<file path="src/rtl/length_prefix_list_deframer_defines.svh">
// ----------------------------------------------------------------------------
// Assertion macros for the length prefix list deframer
// Concurrent assertion wrappers; defining NO_ASSERTIONS compiles them out.
// ----------------------------------------------------------------------------
`ifndef LENGTH_PREFIX_LIST_DEFRAMER_DEFINES_SVH
`define LENGTH_PREFIX_LIST_DEFRAMER_DEFINES_SVH

`ifndef NO_ASSERTIONS
// Check on every clock edge outside reset.
`define LPD_ASSERT(lbl, prop, msg) \
  lbl: assert property (@(posedge clk_i) disable iff (!rst_ni) prop) else $error(msg);
// Check on every clock edge, reset included.
`define LPD_ASSERT_ALWAYS(lbl, prop, msg) \
  lbl: assert property (@(posedge clk_i) prop) else $error(msg);
`else
`define LPD_ASSERT(lbl, prop, msg)
`define LPD_ASSERT_ALWAYS(lbl, prop, msg)
`endif

`endif

</file>
<file path="src/rtl/lpd_pkg.sv">
// ----------------------------------------------------------------------------
// lpd_pkg
// Shared types and constants of the length prefix list deframer.
// ----------------------------------------------------------------------------
package lpd_pkg;

  localparam int LenWidthDef   = 32;
  localparam int QueueDepthDef = 4;

  localparam logic [7:0] LenEnd = 8'hff;

  typedef enum logic [1:0] {
    StOk    = 2'd0,
    StTrunc = 2'd1,
    StOvf   = 2'd2
  } lpd_status_e;

  typedef struct packed {
    logic [7:0] in_byte;
    logic       msg_last;
  } lpd_in_t;

  typedef struct packed {
    logic [7:0]  out_byte;
    logic        has_byte;
    logic        obj_end;
    lpd_status_e status;
  } lpd_out_t;

endpackage

</file>
<file path="src/rtl/lpd_front.sv">
// ----------------------------------------------------------------------------
// lpd_front
// Parses headers and payload bytes, one word per cycle while accept_i is high, and produces results.
// ----------------------------------------------------------------------------
`include "length_prefix_list_deframer_defines.svh"

module lpd_front #(
  parameter int LenWidth = lpd_pkg::LenWidthDef
) (
  input  logic             clk_i,
  input  logic             rst_ni,
  input  logic             accept_i,
  input  lpd_pkg::lpd_in_t in_item_i,
  output logic             res_valid_o,
  output lpd_pkg::lpd_out_t res_o
);

  localparam int PW = LenWidth + 8;

  typedef enum logic [1:0] {
    PhHeader  = 2'b01,
    PhPayload = 2'b10
  } lpd_phase_e;

  lpd_phase_e          phase_q, phase_d;
  logic [LenWidth-1:0] acc_q, acc_d;
  logic [LenWidth-1:0] w_q, w_d;
  logic                big_q, big_d;
  logic [LenWidth-1:0] left_q, left_d;
  logic                ovf_q, ovf_d;

  logic [PW-1:0]       prod;
  logic [PW-1:0]       wx;
  logic [LenWidth:0]   sum;
  logic                digit_ovf;
  logic [LenWidth-1:0] left_dec;
  logic                pay_end;
  logic                last;

  assign last = in_item_i.msg_last;

  // digit times weight, and the next weight times 255
  assign prod      = {{LenWidth{1'b0}}, in_item_i.in_byte} * {8'b0, w_q};
  assign wx        = {w_q, 8'b0} - {8'b0, w_q};
  assign sum       = {1'b0, acc_q} + {1'b0, prod[LenWidth-1:0]};
  assign digit_ovf = big_q || (prod[PW-1:LenWidth] != '0) || sum[LenWidth];

  assign left_dec = (left_q != '0) ? left_q - LenWidth'(1) : '0;
  assign pay_end  = (left_dec == '0) || last;

  always_comb begin
    phase_d     = phase_q;
    acc_d       = acc_q;
    w_d         = w_q;
    big_d       = big_q;
    left_d      = left_q;
    ovf_d       = ovf_q;
    res_valid_o = 1'b0;
    res_o       = '0;
    if (accept_i) begin
      unique case (phase_q)
        PhHeader: begin
          if (in_item_i.in_byte != lpd_pkg::LenEnd) begin
            if ((in_item_i.in_byte != 8'd0) && !ovf_q) begin
              if (digit_ovf) begin
                ovf_d = 1'b1;
                acc_d = '1;
              end else begin
                acc_d = sum[LenWidth-1:0];
              end
            end
            if (!big_q) begin
              if (wx[PW-1:LenWidth] != '0) begin
                big_d = 1'b1;
              end else begin
                w_d = wx[LenWidth-1:0];
              end
            end
            if (last) begin
              res_valid_o  = 1'b1;
              res_o.obj_end = 1'b1;
              res_o.status  = lpd_pkg::StTrunc;
            end
          end else begin
            acc_d = '0;
            w_d   = LenWidth'(1);
            big_d = 1'b0;
            if (acc_q == '0) begin
              res_valid_o   = 1'b1;
              res_o.obj_end = 1'b1;
              res_o.status  = ovf_q ? lpd_pkg::StOvf : lpd_pkg::StOk;
            end else if (last) begin
              res_valid_o   = 1'b1;
              res_o.obj_end = 1'b1;
              res_o.status  = lpd_pkg::StTrunc;
            end else begin
              phase_d = PhPayload;
              left_d  = acc_q;
            end
          end
        end
        PhPayload: begin
          res_valid_o    = 1'b1;
          res_o.out_byte = in_item_i.in_byte;
          res_o.has_byte = 1'b1;
          res_o.obj_end  = pay_end;
          if ((left_dec != '0) && last) begin
            res_o.status = lpd_pkg::StTrunc;
          end else begin
            res_o.status = ovf_q ? lpd_pkg::StOvf : lpd_pkg::StOk;
          end
          left_d = left_dec;
          if (pay_end) begin
            phase_d = PhHeader;
            left_d  = '0;
            ovf_d   = 1'b0;
          end
        end
        default: phase_d = PhHeader;
      endcase
      // message end: drop all state back to reset values
      if (last) begin
        phase_d = PhHeader;
        acc_d   = '0;
        w_d     = LenWidth'(1);
        big_d   = 1'b0;
        left_d  = '0;
        ovf_d   = 1'b0;
      end
    end
  end

  always_ff @(posedge clk_i or negedge rst_ni) begin
    if (!rst_ni) begin
      phase_q <= PhHeader;
      acc_q   <= '0;
      w_q     <= LenWidth'(1);
      big_q   <= 1'b0;
      left_q  <= '0;
      ovf_q   <= 1'b0;
    end else begin
      phase_q <= phase_d;
      acc_q   <= acc_d;
      w_q     <= w_d;
      big_q   <= big_d;
      left_q  <= left_d;
      ovf_q   <= ovf_d;
    end
  end

  `LPD_ASSERT(a_payload_owes, (phase_q == PhPayload) |-> (left_q != '0), "payload with no bytes owed")
  `LPD_ASSERT(a_ovf_saturated, (phase_q == PhHeader && ovf_q) |-> (acc_q == '1), "overflow without saturation")
  `LPD_ASSERT(a_last_clears, (accept_i && last) |=> (phase_q == PhHeader && !ovf_q && acc_q == '0), "message end left state")

endmodule

</file>
<file path="src/rtl/lpd_queue.sv">
// ----------------------------------------------------------------------------
// lpd_queue
// Result queue between the parser and the output port.
// ----------------------------------------------------------------------------
`include "length_prefix_list_deframer_defines.svh"

module lpd_queue #(
  parameter int Depth = lpd_pkg::QueueDepthDef
) (
  input  logic              clk_i,
  input  logic              rst_ni,
  input  logic              push_i,
  input  lpd_pkg::lpd_out_t data_i,
  output logic              full_o,
  input  logic              pop_i,
  output logic              empty_o,
  output lpd_pkg::lpd_out_t data_o
);

  localparam int PtrW = $clog2(Depth);
  localparam int CntW = $clog2(Depth + 1);

  lpd_pkg::lpd_out_t mem_q [Depth];
  logic [PtrW-1:0]   wr_ptr_q, rd_ptr_q;
  logic [CntW-1:0]   cnt_q, cnt_d;
  logic              wr, rd;

  assign full_o  = (cnt_q == CntW'(Depth));
  assign empty_o = (cnt_q == '0);
  assign wr      = push_i && !full_o;
  assign rd      = pop_i && !empty_o;
  assign data_o  = mem_q[rd_ptr_q];

  always_comb begin
    cnt_d = cnt_q;
    if (wr && !rd) begin
      cnt_d = cnt_q + CntW'(1);
    end else if (rd && !wr) begin
      cnt_d = cnt_q - CntW'(1);
    end
  end

  always_ff @(posedge clk_i) begin
    if (wr) begin
      mem_q[wr_ptr_q] <= data_i;
    end
  end

  // wrap at the last slot so any depth works
  always_ff @(posedge clk_i or negedge rst_ni) begin
    if (!rst_ni) begin
      wr_ptr_q <= '0;
      rd_ptr_q <= '0;
      cnt_q    <= '0;
    end else begin
      if (wr) begin
        wr_ptr_q <= (wr_ptr_q == PtrW'(Depth - 1)) ? '0 : wr_ptr_q + PtrW'(1);
      end
      if (rd) begin
        rd_ptr_q <= (rd_ptr_q == PtrW'(Depth - 1)) ? '0 : rd_ptr_q + PtrW'(1);
      end
      cnt_q <= cnt_d;
    end
  end

  `LPD_ASSERT(a_cnt_bound, cnt_q <= CntW'(Depth), "queue count beyond depth")
  `LPD_ASSERT(a_cnt_inc, (wr && !rd) |=> (cnt_q == $past(cnt_q) + CntW'(1)), "queue count lost a write")
  `LPD_ASSERT(a_empty_ptrs, empty_o |-> (rd_ptr_q == wr_ptr_q), "empty queue with pointers apart")

endmodule

</file>
<file path="src/rtl/length_prefix_list_deframer.sv">
// ----------------------------------------------------------------------------
// length_prefix_list_deframer
// Result path: an accepted word's result is written into the queue register,
//   then drives the out ports (empty low) if the queue held nothing older.
// Throughput: one input word per cycle while full is low; the header digit
//   update in the parser (an 8 x LEN_WIDTH multiply and add) is combinational.
// Reset: asynchronous, active low; returns to the header phase, empties queue.
// ----------------------------------------------------------------------------
module length_prefix_list_deframer #(
  parameter int LEN_WIDTH   = lpd_pkg::LenWidthDef,
  parameter int QUEUE_DEPTH = lpd_pkg::QueueDepthDef
) (
  input  logic              clk_i,
  input  logic              rst_ni,
  // input word channel
  input  logic              push,
  output logic              full,
  input  lpd_pkg::lpd_in_t  in_item_i,
  // result word channel
  output logic              empty,
  input  logic              pop,
  output lpd_pkg::lpd_out_t out_item_o
);

  // Front: header digits accumulate as byte * 255^k with saturation; payload
  // words count down the owed length. Each accepted word yields zero or one
  // result word, written straight into the queue.
  logic              accept;
  logic              res_valid;
  lpd_pkg::lpd_out_t res;

  // accept whenever the queue has a free slot, so the parser never waits on
  // a pending result unless the queue is full
  assign accept = push && !full;

  lpd_front #(
    .LenWidth (LEN_WIDTH)
  ) u_front (
    .clk_i       (clk_i),
    .rst_ni      (rst_ni),
    .accept_i    (accept),
    .in_item_i   (in_item_i),
    .res_valid_o (res_valid),
    .res_o       (res)
  );

  // Back: results wait here until the consumer pops them; the head entry
  // drives the out ports directly.
  lpd_queue #(
    .Depth (QUEUE_DEPTH)
  ) u_queue (
    .clk_i   (clk_i),
    .rst_ni  (rst_ni),
    .push_i  (res_valid),
    .data_i  (res),
    .full_o  (full),
    .pop_i   (pop),
    .empty_o (empty),
    .data_o  (out_item_o)
  );

endmodule
</file>
<file path="config.mk">
export PLATFORM = sky130hd
export DESIGN_NAME = length_prefix_list_deframer
export DESIGN_NICKNAME = d
export VERILOG_FILES = /design/src/rtl/lpd_pkg.sv /design/src/rtl/lpd_front.sv /design/src/rtl/lpd_queue.sv /design/src/rtl/length_prefix_list_deframer.sv
export VERILOG_INCLUDE_DIRS = /design/src /design/src/rtl
export SDC_FILE = /design/constraint.sdc
export NUM_CORES = 1
export LEC_CHECK = 0
export ABC_AREA = 0
export BUFFER_PORTS_ARGS = -buffer_cell sky130_fd_sc_hd__clkbuf_2
export CAP_MARGIN = 20
export CORE_AREA = 5 5 213 215
export DETAILED_ROUTE_END_ITERATION = 8
export DIE_AREA = 0 0 218 220
export PLACE_DENSITY_LB_ADDON = 0.05
export SYNTH_ARGS = -nofsm -noshare
export SYNTH_HDL_FRONTEND = slang
export SYNTH_SLANG_ARGS = --single-unit
</file>
<file path="constraint.sdc">
create_clock -name clk_i -period 13.3 [get_ports clk_i]
set_input_delay 1.33 -clock clk_i [delete_from_list [all_inputs] [get_ports clk_i]]
set_output_delay 1.33 -clock clk_i [all_outputs]
set_load 0.01 [all_outputs]
</file>
==> results of run 1 <==
## routing by layer
layer / GRT usage / up-vias
li1: - / 7326
met1: 0.317 / 7620
met2: 0.377 / 319
met3: 0.0312 / 68
met4: 0.0534 / 0
met5: 0 / -
## path summary, 6_finish.rpt
| check | start | end | cells past startpoint |
|---|---|---|---|
| min in group asynchronous | rst_ni | u_front.left_q[17] | 1 |
| setup / recovery | in_item_i[7] | u_front.acc_q[0] | 28 |
| hold / removal | u_queue.cnt_q[2] | u_queue.cnt_q[2] | 1 |
| setup reg to reg | u_front.w_q[5] | u_front.acc_q[0] | 27 |
| max in group asynchronous | rst_ni | u_front.w_q[0] | 3 |
| hold reg to reg | u_queue.cnt_q[2] | u_queue.cnt_q[2] | 1 |
## where the power goes
| part | internal [W] | switching (W) | leakage, nW |
|---|---|---|---|
| combinational | 0.00154 | 0.00211 | 7.27 |
| sequential | 0.000612 | 0.000243 | 1.86 |
| clock | 0.000287 | 0.000242 | 0.305 |
## Yosys cell counts (6+ instances only)
master,n,area [sq um]
a221o_1,35,350
a211o_1,7,61.3
or2_2,8,50.1
nand2_1,173,649
o21ai_0,92,460
a211oi_1,11,82.6
inv_1,226,848
and3_1,18,113
xor2_1,38,333
mux4_2,12,270
o211ai_1,12,90.1
a22o_1,22,193
or4_1,9,67.6
xnor2_1,64,561
edfxtp_1,48,1440
nor2b_1,10,62.6
nor4_1,29,181
a21oi_1,124,621
nand4_1,27,169
nor3_1,44,220
ha_1,129,1610
o22ai_1,7,43.8
clkbuf_1,109,409
o21a_1,15,113
a21o_1,38,285
nor2_1,98,368
a31oi_1,16,100
or3_1,20,125
a22oi_1,6,45.0
mux2i_1,8,80.1
and2_1,215,1350
dfrtp_1,105,2630
o31ai_1,7,52.6
nand3_1,35,175
nand2b_1,10,62.6
o21bai_1,11,82.6
fa_1,182,3640
o21ai_1,7,35.0
## state kept, by name, summed over array words and instances (netlist names)
register and count:
u_queue.wr_ptr_q 2, u_queue.mem_q 48, u_queue.cnt_q 3, u_queue.rd_ptr_q 2
u_front.ovf_q 1, u_front.phase_q 2, u_front.w_q 32, u_front.acc_q 32
u_front.left_q 32, u_front.big_q 1
## area by class of cell
type,count,area (sq um)
diodes,1,2.50
clock buffers,17,425
clock inverters,15,196
fillers,4308,23200
inverters,226,848
multi-input cells,1644,13700
flip-flops and latches,155,4120
well taps,592,741
repair buffers,41,273
## cells by family after synthesis
logic type / after synthesis / share of synthesized area
AOI/OAI and AO/OA: 473 / 0.169
muxes: 24 / 0.0209
DFF: 155 / 0.216
and+or+nand+nor: 734 / 0.205
adders and majority gates: 311 / 0.275
buffers and inverters: 343 / 0.0680
xor gates and xnor gates: 102 / 0.0467
## through the flow
step                      power [W]  utilization  instance area, sq um  hold WS, ns  setup slack [ns]
final                       0.00504        0.466                 20300        0.496              4.51
after global routing        0.00552        0.466                 20300        0.523              4.06
after CTS                   0.00505        0.466                 20300        0.504              4.57
after detailed placement    0.00449        0.451                 19700        0.487              4.08
after global placement      0.00447        0.451                 19600        0.473              4.17
after floorplan             0.00363            -                 19100        0.457              5.12
==> summary.md, run 1 <==
| Metric | Value |
|---|---|
| Outcome | `complete, no violations` |
| Largest fanout on the critical path | `35` |
| CTS tree | `built` |
| First-pass GRT wire length | `about 87000 um` |
| DR WL met2 | `around 25000 um` |
| Vias per inst | `roughly 5.7` |
| RSZ-0062 raised after global routing | `false` |
| #FFs+latches synth | `155` |
| Remaining antenna violation count after routing | `0` |
| Synth warnings | `0` |
| Die X | `between 200 and 250 um` |
| Most common cell after layout, fill and taps aside | `inv_1` |
| Pleak | `9.43 nW` |
| DR pass1 iterations | `5` |
| Num CTS Buffers | `17` |
| Via count | `about 15000` |
| Total Routing Usage GR | `0.227` |
| Yosys cell types | `91` |
| Clock buffer depth | `2` |
| Setup TNS after final layout | `0 ns` |
| Vias in the first global route | `between 15000 and 20000` |
| Number of I/O port buffers | `26` |
| DRC viols | `0` |
| Post-CTS Hold Buffers | `0` |
| Area of the core | `about 44000 sq um` |
| Setup Buffers After CTS | `0` |
| Fin cells | `~2700` |
| Pins Over Slew Limit | `0` |
| R2R Setup Slk | `5.37 ns` |
| Global placement routability congestion | `about 0.9` |
| Clk sinks | `155` |
| DR WL/cell | `19.7 um` |
| Syn_nets | `2466` |
| Crit path max-delay family | `compound AO/OA/AOI/OAI gates` |
| H-tree levels | `4` |
| Period utilization | `0.661` |
| Largest net degree at the start of global routing | `74` |
| HPWL Detailed | `~40000 um` |
| Initial antenna violation count | `0` |
| CTS Root Cell | `clkbuf_16` |
| Wl on met1 | `between 20000 and 30000 um` |
| Nets@finish | `about 2400` |
| Die area | `~48000 sq um` |
| Minimum clock period | `a little under 9 ns` |
| Io pins | `27` |
| P per Cell Area | `approximately 250 nW/um^2` |
| Crit start category | `input port` |
| Mapped Cells | `2142` |
| Crit end category | `flip-flop` |
| VDD IR-drop max | `between 400 and 500 uV` |
| Critical Path AT | `between 9 and 10 ns` |
| Slowest cell on crit path | `clkbuf_2` |
| Clock Skews | `slightly below 0.007 ns` |
| Final setup fails | `0` |
| Cts repair resizes | `0` |
| Clock Latency Late Sink | `0.46 ns` |
| Overflow after GRT | `0` |
| Initial DRC Count | `approximately 1100` |
| Slew headroom | `0.343` |
| Placed cells | `approximately 2700` |
| Worst hold-check path type | `flip-flop to flip-flop` |
| Initial Util | `0.439` |
| Ys flop type | `dfrtp_1` |
| Register area share after synthesis | `0.216` |
| Average cell area after synthesis | `a little under 9 sq um` |
| Mapped Area | `~19000 sq um` |
| DRT Wirelength | `approximately 53000 um` |
| Max-cap violations | `0` |
| Worst Tran Pin Value | `about 0.98 ns` |
| Crit-path max cell delay | `between 0.6 and 0.7 ns` |
| Most frequent cells in the layout | `inv_1 (226), and2_1 (215), fa_1 (182)` |
| Wire length on met3 | `2020 um` |
| EDFF count, synth | `48` |
| Area growth syn-to-layout | `6.22%` |
| Top Layer Used | `met4` |
| Highest clock rate | `about 110 MHz` |
| Clock slew at reported path FFs | `roughly 0.070 ns` |
| Std-Cell Rows | `77` |
| Share of cells above drive strength 1 | `0.0548` |
| WS Path Type | `input port to flip-flop` |
| Worst Path Required | `between 10 and 15 ns` |
| Async SR Flop Fraction | `0.690` |
| Die H | `220 um` |
| Crit path buf inv count | `4` |
| Hold Vio Cnt, Final | `0` |
| Most used cell, CP | `fa_1` |
No activity file was read; power rests on OpenSTA's default activity.
==> inputs of run 2 (changes only) <==
- clock period: 13.3 -> 7.7 ns (I/O delays scaled with it)
==> summary.md, run 2 (synthesis gave the netlist of run 1 again) <==
| Metric | Value |
|---|---|
| Outcome | `complete, no violations` |
| Worst Path Required | `slightly above 8 ns` |
| Worst R2R Start | `u_front.w_q[6]` |
| Max-cap violations | `0` |
| Worst hold-check path type | `input port to asynchronous set/reset pin` |
| First-pass GRT wire length | `87500 um` |
| Slew headroom | `0.317` |
| Antenna Cells | `0` |
| Pleak | `about 10 nW` |
| Initial Util | `0.439` |
| Vias in the first global route | `roughly 16000` |
| CP endpoint | `u_front.acc_q[14]` |
| Crit path max-delay family | `compound AO/OA/AOI/OAI gates` |
| Area growth syn-to-layout | `13.0%` |
| Final setup fails | `0` |
| DRT Wirelength | `between 50000 and 60000 um` |
| CTS Root Cell | `clkbuf_16` |
| Critical Path AT | `roughly 7.7 ns` |
| Footprint of the multi-input gates | `between 10000 and 15000 sq um` |
| Remaining antenna violation count after routing | `0` |
| Slowest cell on crit path | `fa_1` |
| Via count | `around 16000` |
| Most common cell after layout, fill and taps aside | `inv_1` |
| Placed Area | `20900 sq um` |
| Clk sinks | `between 150 and 200` |
| Die H | `~220 um` |
| Overflow after GRT | `0` |
| R2R cell count | `28` |
| Place WS | `-0.370 ns` |
| CTS tree | `built` |
| Crit. Startpoint | `in_item_i[5]` |
| P per Cell Area | `426 nW/um^2` |
| Worst Slack Setup Final | `0.326 ns` |
| Max reg flops | `48` |
| Clock buffer depth | `2` |
| Post-CTS Hold Buffers | `0` |
| Worst R2R End | `u_front.acc_q[14]` |
| Std-Cell Rows | `77` |
| Crit-path max cell delay | `0.56 ns` |
| Die X | `between 200 and 250 um` |
| Highest clock rate | `136 MHz` |
| Fillers | `between 4000 and 5000` |
| Fin area | `about 22000 sq um` |
| Total Routing Usage GR | `0.228` |
| Clock Skews | `around 0.014 ns` |
| Area of the core | `between 40000 and 50000 sq um` |
| DR pass1 iterations | `5` |
| Crit path buf inv count | `7` |
| DRC viols | `0` |
| Io pins | `27` |
| Reg area | `between 4000 and 5000 sq um` |
| Crit end category | `flip-flop` |
| Initial DRC Count | `962` |
| Number of stages on the worst setup path | `29` |
| DR WL/cell | `18.7 um` |
| Most frequent cells in the layout | `inv_1 (226), and2_1 (215), fa_1 (182)` |
| R2R Setup Slk | `0.35 ns` |
| Nets@finish | `between 2000 and 3000` |
| HPWL Detailed | `between 40000 and 50000 um` |
| Number of I/O port buffers | `26` |
| Largest net degree at the start of global routing | `between 60 and 70` |
| Pins Over Slew Limit | `0` |
| H-tree levels | `4` |
| Crit start category | `input port` |
| Clock slew at reported path FFs | `around 0.07 ns` |
| Layout Utilization | `0.496` |
| Die area | `48000 sq um` |
| Num CTS Buffers | `17` |
| Vias per inst | `5.54` |
| Global placement routability congestion | `0.886` |
| Largest fanout on the critical path | `33` |
| VDD IR-drop max | `850 uV` |
| Period utilization | `0.958` |
| Most used cell, CP | `fa_1` |
| Worst Tran Pin Value | `around 1 ns` |
| Initial antenna violation count | `3` |
| WS Path Type | `input port to flip-flop` |
| Minimum clock period | `7.37 ns` |
| Share of cells above drive strength 1 | `0.128` |
| Clock Latency Late Sink | `between 0.4 and 0.5 ns` |
| Reg with most FFs | `u_queue.mem_q` |
| Hold Vio Cnt, Final | `0` |
[run 2: cell types whose count changed in the layout (fill, tap and decap cells not counted), sizes merged]
cell and delta:
buf +162, bufinv -2, clkinv +1, clkinvlp +1, diode -1
[run 2: power breakdown]
part,internal (W),total (W),switching (W)
Sequential,0.00106,0.00145,0.000384
Combinational,0.00306,0.00689,0.00383
Clock,0.000441,0.000858,0.000418
[run 2: per-stage QoR]
stage / TNS [ns] / std cells / hold slack, ns / power, W
6_report: 0 / 2852 / 0.303 / 0.00920
3_3_place_gp: -7.61 / 2818 / 0.483 / 0.00800
5_1_grt: -0.0378 / 2852 / 0.354 / 0.00960
4_1_cts: 0 / 2850 / 0.307 / 0.00891
3_5_place_dp: -11.57 / 2818 / 0.504 / 0.00801
2_1_floorplan: 0 / 2142 / 0.457 / 0.00628
[run 2: repair_timing]
item | CTS | global route
buffers inserted | 0 | 1
gates resized for setup | 0 | 13
setup endpoints to repair | 0 | 33
hold endpoints to repair | 0 | 0
[run 2: layout make-up]
class	count	share of cell area
sequential	155	0.191
multi-input combinational	1644	0.636
clock buffer	17	0.0197
clock inverter	15	0.00834
tap	592	0.0343
inverter	226	0.0393
timing repair buffer	203	0.0709
[run 2: worst min-delay path by stage]
| stage | startpoint | end | slack [ns] | cells after the start |
|---|---|---|---|---|
| 3_5_place_dp | u_queue.cnt_q[2] | u_queue.cnt_q[2] | 0.50 | 1 |
| 4_1_cts | rst_ni | u_front.left_q[0] | 0.31 | 1 |
| 3_3_place_gp | u_queue.cnt_q[2] | u_queue.cnt_q[2] | 0.48 | 1 |
| 6_report | rst_ni | u_front.left_q[10] | 0.30 | 1 |
| 5_1_grt | rst_ni | u_front.left_q[10] | 0.35 | 1 |
| 2_1_floorplan | u_queue.cnt_q[2] | u_queue.cnt_q[2] | 0.46 | 1 |
[run 2: worst register-to-register path, delay by kind of cell (launching register included)]
family | cells | cell delay (ns)
AO/OA/AOI/OAI | 11 | 2.73
adder cells (fa/ha/maj) | 6 | 2.65
buffers and inverters | 6 | 0.63
AND/OR/NAND/NOR | 4 | 0.58
flip-flops | 1 | 0.49
XOR/XNOR | 1 | 0.16
[run 2: metal layers]
| metal | part of all wire | GRT usage | up-vias | wire length [um] |
|---|---|---|---|---|
| met5 | 0.00013 | 0 | - | 7 |
| met4 | 0.015 | 0.0515 | 2 | 783 |
| met3 | 0.048 | 0.0379 | 52 | 2540 |
| met2 | 0.47 | 0.378 | 309 | 25300 |
| met1 | 0.46 | 0.316 | 7788 | 24800 |
| li1 | - | - | 7645 | - |
